<file path="src/rtl/core/sem_pkg.sv">
// Shared types and constants for the scored entry max extractor.
// No dependencies; imported by sem_ctrl, sem_dp and the top level.
package sem_pkg;

  localparam int unsigned MoveW  = 16;
  localparam int unsigned ScoreW = 32;
  localparam int unsigned EntryW = MoveW + ScoreW;

  // Lowest score that is ever stored; the most negative code is raised to it.
  localparam logic [ScoreW-1:0] ScoreMinCode = 32'h8000_0000;
  localparam logic [ScoreW-1:0] ScoreFloor   = 32'h8000_0001;

  typedef enum logic [1:0] {
    CMD_PUSH  = 2'd0,
    CMD_POP   = 2'd1,
    CMD_CLEAR = 2'd2,
    CMD_NONE  = 2'd3
  } sem_cmd_e;

  typedef enum logic [1:0] {
    ST_IDLE,
    ST_SCAN,
    ST_LAST,
    ST_SWAP
  } sem_state_e;

  typedef enum logic [1:0] {
    RES_EMPTY,
    RES_OVF,
    RES_BEST
  } sem_res_e;

  // Commands from the controller to the datapath.
  typedef struct packed {
    logic     push_wr;
    logic     clear;
    logic     scan_start;
    logic     scan_step;
    logic     read_last;
    logic     swap_write;
    logic     res_load;
    sem_res_e res_sel;
  } sem_ctl_t;

  // Status from the datapath to the controller.
  typedef struct packed {
    logic full;
    logic empty;
    logic idx_last;
    logic out_free;
  } sem_sts_t;

  function automatic logic [ScoreW-1:0] sat_score(input logic [ScoreW-1:0] s);
    sat_score = (s == ScoreMinCode) ? ScoreFloor : s;
  endfunction

endpackage

</file>
<file path="src/rtl/core/sem_ctrl.sv">
// Controller state machine of the scored entry max extractor.
// Depends on sem_pkg for the state, command and status types.
module sem_ctrl import sem_pkg::*; (
  input  logic       clk_i,
  input  logic       rst_ni,
  input  logic       in_valid_i,
  output logic       in_ready_o,
  input  logic [1:0] cmd_i,
  input  sem_sts_t   sts_i,
  output sem_ctl_t   ctl_o
);

  sem_state_e state_q, state_d;
  sem_cmd_e   cmd;

  assign cmd = sem_cmd_e'(cmd_i);

  always_ff @(posedge clk_i or negedge rst_ni) begin
    if (!rst_ni) begin
      state_q <= ST_IDLE;
    end else begin
      state_q <= state_d;
    end
  end

  always_comb begin
    state_d    = state_q;
    in_ready_o = 1'b0;
    ctl_o      = '0;
    ctl_o.res_sel = RES_EMPTY;
    unique case (state_q)
      ST_IDLE: begin
        in_ready_o = sts_i.out_free;
        if (in_valid_i && sts_i.out_free) begin
          unique case (cmd)
            CMD_PUSH: begin
              ctl_o.res_load = 1'b1;
              if (sts_i.full) begin
                ctl_o.res_sel = RES_OVF;
              end else begin
                ctl_o.push_wr = 1'b1;
              end
            end
            CMD_POP: begin
              if (sts_i.empty) begin
                ctl_o.res_load = 1'b1;
              end else begin
                ctl_o.scan_start = 1'b1;
                state_d          = ST_SCAN;
              end
            end
            CMD_CLEAR: begin
              ctl_o.clear    = 1'b1;
              ctl_o.res_load = 1'b1;
            end
            default: begin
              ctl_o.res_load = 1'b1;
            end
          endcase
        end
      end
      ST_SCAN: begin
        ctl_o.scan_step = 1'b1;
        if (sts_i.idx_last) begin
          state_d = ST_LAST;
        end
      end
      ST_LAST: begin
        ctl_o.read_last = 1'b1;
        state_d         = ST_SWAP;
      end
      ST_SWAP: begin
        if (sts_i.out_free) begin
          ctl_o.swap_write = 1'b1;
          ctl_o.res_load   = 1'b1;
          ctl_o.res_sel    = RES_BEST;
          state_d          = ST_IDLE;
        end
      end
      default: begin
        state_d = ST_IDLE;
      end
    endcase
  end

endmodule

</file>
<file path="config.mk">
export PLATFORM = sky130hd
export DESIGN_NAME = sem_ctrl
export DESIGN_NICKNAME = d
export VERILOG_FILES = /design/src/rtl/core/sem_pkg.sv /design/src/rtl/core/sem_ctrl.sv
export SDC_FILE = /design/constraint.sdc
export NUM_CORES = 1
export LEC_CHECK = 0
export BUFFER_PORTS_ARGS = -buffer_cell sky130_fd_sc_hd__buf_2
export CAP_MARGIN = 25
export CELL_PAD_IN_SITES_DETAIL_PLACEMENT = 1
export CELL_PAD_IN_SITES_GLOBAL_PLACEMENT = 2
export CORE_UTILIZATION = 18
export CTS_CLUSTER_DIAMETER = 150
export DETAILED_ROUTE_END_ITERATION = 7
export GPL_ROUTABILITY_DRIVEN = 0
export PLACE_DENSITY = 0.7
export SYNTH_ARGS = -nofsm -noshare
export SYNTH_HDL_FRONTEND = slang
export SYNTH_SLANG_ARGS = --single-unit
</file>
<file path="constraint.sdc">
create_clock -name clk_i -period 1.8 [get_ports clk_i]
set_input_delay 0 -clock clk_i [delete_from_list [all_inputs] [get_ports clk_i]]
set_output_delay 0 -clock clk_i [all_outputs]
set_load 0.005 [all_outputs]
</file>
==> out/qor.yml <==
outcome:
  status: "finished, final reports clean"
cts:
  clkTransAtPathRegs_ns: 0.03
  ctsHtreeMaxLevel: 1
  cts_tree: "done"
  cts_buffers: 3
  postCtsHoldBufs: 1
  cts_setup_buffers: 0
  cts_root_buf: "clkbuf_4"
  clk_path_buf_depth: 2
  cts_resized: 0
  insertion_delay_ns: 0.22
  cts_num_sinks: 2
critical_path:
  cp_top_family: "flip-flops"
  cp-end-kind: "flip-flop"
  crit_fanout: 4
  r2r-start: "state_q[0]$_DFFE_PN0P_"
  critical_path.cell_chain: "inv_1 > ha_1 > a222oi_1 > nand2_1 > mux2_4"
  max_stage_delay_ns: 0.37
  worstSetupStartpoint: "state_q[0]$_DFFE_PN0P_"
  cp_data_required_time_ns: 1.90
  crit_type: "reg -> reg"
  cp.buffers_inverters: 1
  startpoint_type: "flip-flop"
  crit_path_top_delay_cell: "dfrtp_1"
  cp.arrival_ns: 1.70
place:
  dp_hpwl_um: 658.8
  port_buffers: 18
cells_and_area:
  largest_reg_flops: 2
  largest-register: "state_q"
  area.growth.synth_to_final_pct: 53.81
  finish.utilization_pct: 30.30
  fillCellCount: 170
  n_antenna_cell: 0
  seq_area_um2: 50.05
  layout.nets: 71
  largest_registers: "state_q: 2 flops"
  multi_input_area_um2: 190.2
  drive_above_1_share_pct: 40.00
synthesis:
  synthFlopType: "dfrtp_1"
  synth.avg_cell_area_um2: 7.962
  synth_top_area_cell: "ha_1"
  synth.area.top_cells: "ha_1, dfrtp_1, inv_1"
  synth_edf_count: 0
  syn_area_um2: 262.8
  netlist_top_cells_count: "inv_1, ha_1, nand2_1, nand2b_1, nor2_1"
  synth_cells: 33
  synth_seq_cells: 2
  async_flop_share_pct: 100.0
  synth_most_common_cell: "inv_1"
  synth_top_area_share_pct: 23.81
  ys_types: 17
  syn-num-nets: 47
  ys_seq_area_share_pct: 19.05
  yosysWarnings: 0
detailed_routing:
  wire_per_inst_um: 11.36
  drt_iter0_drc: 5
  drc: 0
  drt-pass1-iter-count: 4
  vias: 302
  ant_nets: 0
  finalWirelength_um: 795
  vias_per_cell: 4.314
sta:
  finalSetupViolCount: 0
  tightest_slew_ns: 0.2656
  clock_skew_ns: 0.001535
  period_needed_ns: 1.601
  hold_viol: 0
  maxSlewHeadroom_pct: 82.29
  rsz0062_at_grt: "false"
  tns_ns: 0
  finalCritPeriodShare_pct: 88.94
  drv_slew: 0
  fmax_mhz: 624.6
global_routing:
  grt_pass1_wl_um: 1228
  grt_pass1_vias: 305
  track_usage_pct: 12.24
  antenna_found_initial: 0
  grt_max_degree: 7
  grt-ovfl-total: 0
power:
  pwr-share-seq_pct: 17.4
  p_leak_nw: 0.2426
  power_frac_comb_pct: 64.7
  power_density_mw_per_mm2: 1365
  p_int_mw: 0.3196
  netSwitchingFraction_pct: 42.08
  ir_drop_v: 0.0006077
  power_switching_mw: 0.2321
  clockPowerShare_pct: 17.9
floorplanning:
  dieArea_mm2: 0.001616
  num_rows: 13
  fp.coreArea_mm2: 0.001334
  die_x_um: 40.21
  num_io_pins: 19
  die_h_um: 40.21
  start_util_pct: 19.70
hold_path:
  worst_hold_path_type: "in -> async"
run:
  max-cap-violations: 0
## power by group through the flow
stage                     clock [mW]  combinational (mW)  sequential (mW)
after floorplan                    0               0.248           0.0894
after global placement             0               0.362           0.0963
after detailed placement           0               0.361           0.0964
after CTS                      0.106               0.367           0.0961
after global routing           0.113               0.411            0.100
final                         0.0990               0.357           0.0958
## layout by cell type (no fill, tap or decap), drive strengths merged
master,count
nand2,3
clkbuf,3
buf,18
ha,5
mux2i,1
inv,6
nor4b,1
o2111ai,1
nand4,1
a21oi,1
a222oi,1
nor2,3
and2,1
o21ai,1
mux2,1
dfrtp,2
nor3,1
nand2b,3
nor4,1
dlygate4sd3,1
## metrics by stage
step	setup slack (ns)	area, um^2	std cells	total power, mW	hold slack [ns]
final	0.1990	404.1	70	0.5517	0.08225
after global routing	0.06335	404.1	70	0.6248	0.08209
after CTS	0.1827	404.1	70	0.5690	0.07287
after detailed placement	0.1879	371.6	66	0.4578	-0.2146
after global placement	0.2393	371.6	66	0.4578	-0.2128
after floorplan	0.3318	262.8	33	0.3375	-0.2956
## worst reg2reg max path, cell delays in order (launching register included)
cell and delay (ns):
dfrtp_1 0.37, inv_1 0.11, ha_1 0.25, a222oi_1 0.28, nand2_1 0.15, mux2_4 0.32
## metal layers
layer / vias up / share of wire (%) / global-route usage (%)
met5: - / 0 / 0
met4: 0 / 0 / 10.00
met3: 0 / 8.7 / 3.333
met2: 14 / 50 / 21.77
met1: 131 / 41 / 11.59
li1: 157 / - / -
## area by class of cell
class                           instances  share of cell area, %
Clock buffer                            3                  5.573
Inverter                                6                  5.573
Multi-Input combinational cell         25                  47.06
Sequential cell                         2                  12.38
Tap cell                               15                  4.644
Timing Repair Buffer                   19                  24.77
## kinds of logic (layout without fill, tap and decap cells)
logic type               after synthesis  in the layout  share of synthesized area (%)
flip-flops                             2              2                          19.05
AND/OR/NAND/NOR                       14             14                          28.10
adder cells (fa/ha/maj)                5              5                          23.81
AO/OA/AOI/OAI                          4              4                          10.95
multiplexers                           2              2                          9.522
buffers and inverters                  6             28                          8.571
## final timing paths
check / to / slack (ns) / depth (start not counted)
max in group asynchronous: state_q[0]$_DFFE_PN0P_ / 1.62 / 2
setup / recovery: state_q[1]$_DFFE_PN0P_ / 0.20 / 5
hold reg to reg: state_q[1]$_DFFE_PN0P_ / 0.58 / 1
min in group clk_i: state_q[0]$_DFFE_PN0P_ / 0.20 / 4
setup reg to reg: state_q[1]$_DFFE_PN0P_ / 0.20 / 5
hold / removal: state_q[1]$_DFFE_PN0P_ / 0.08 / 2
(Power assumes the default switching activity.)
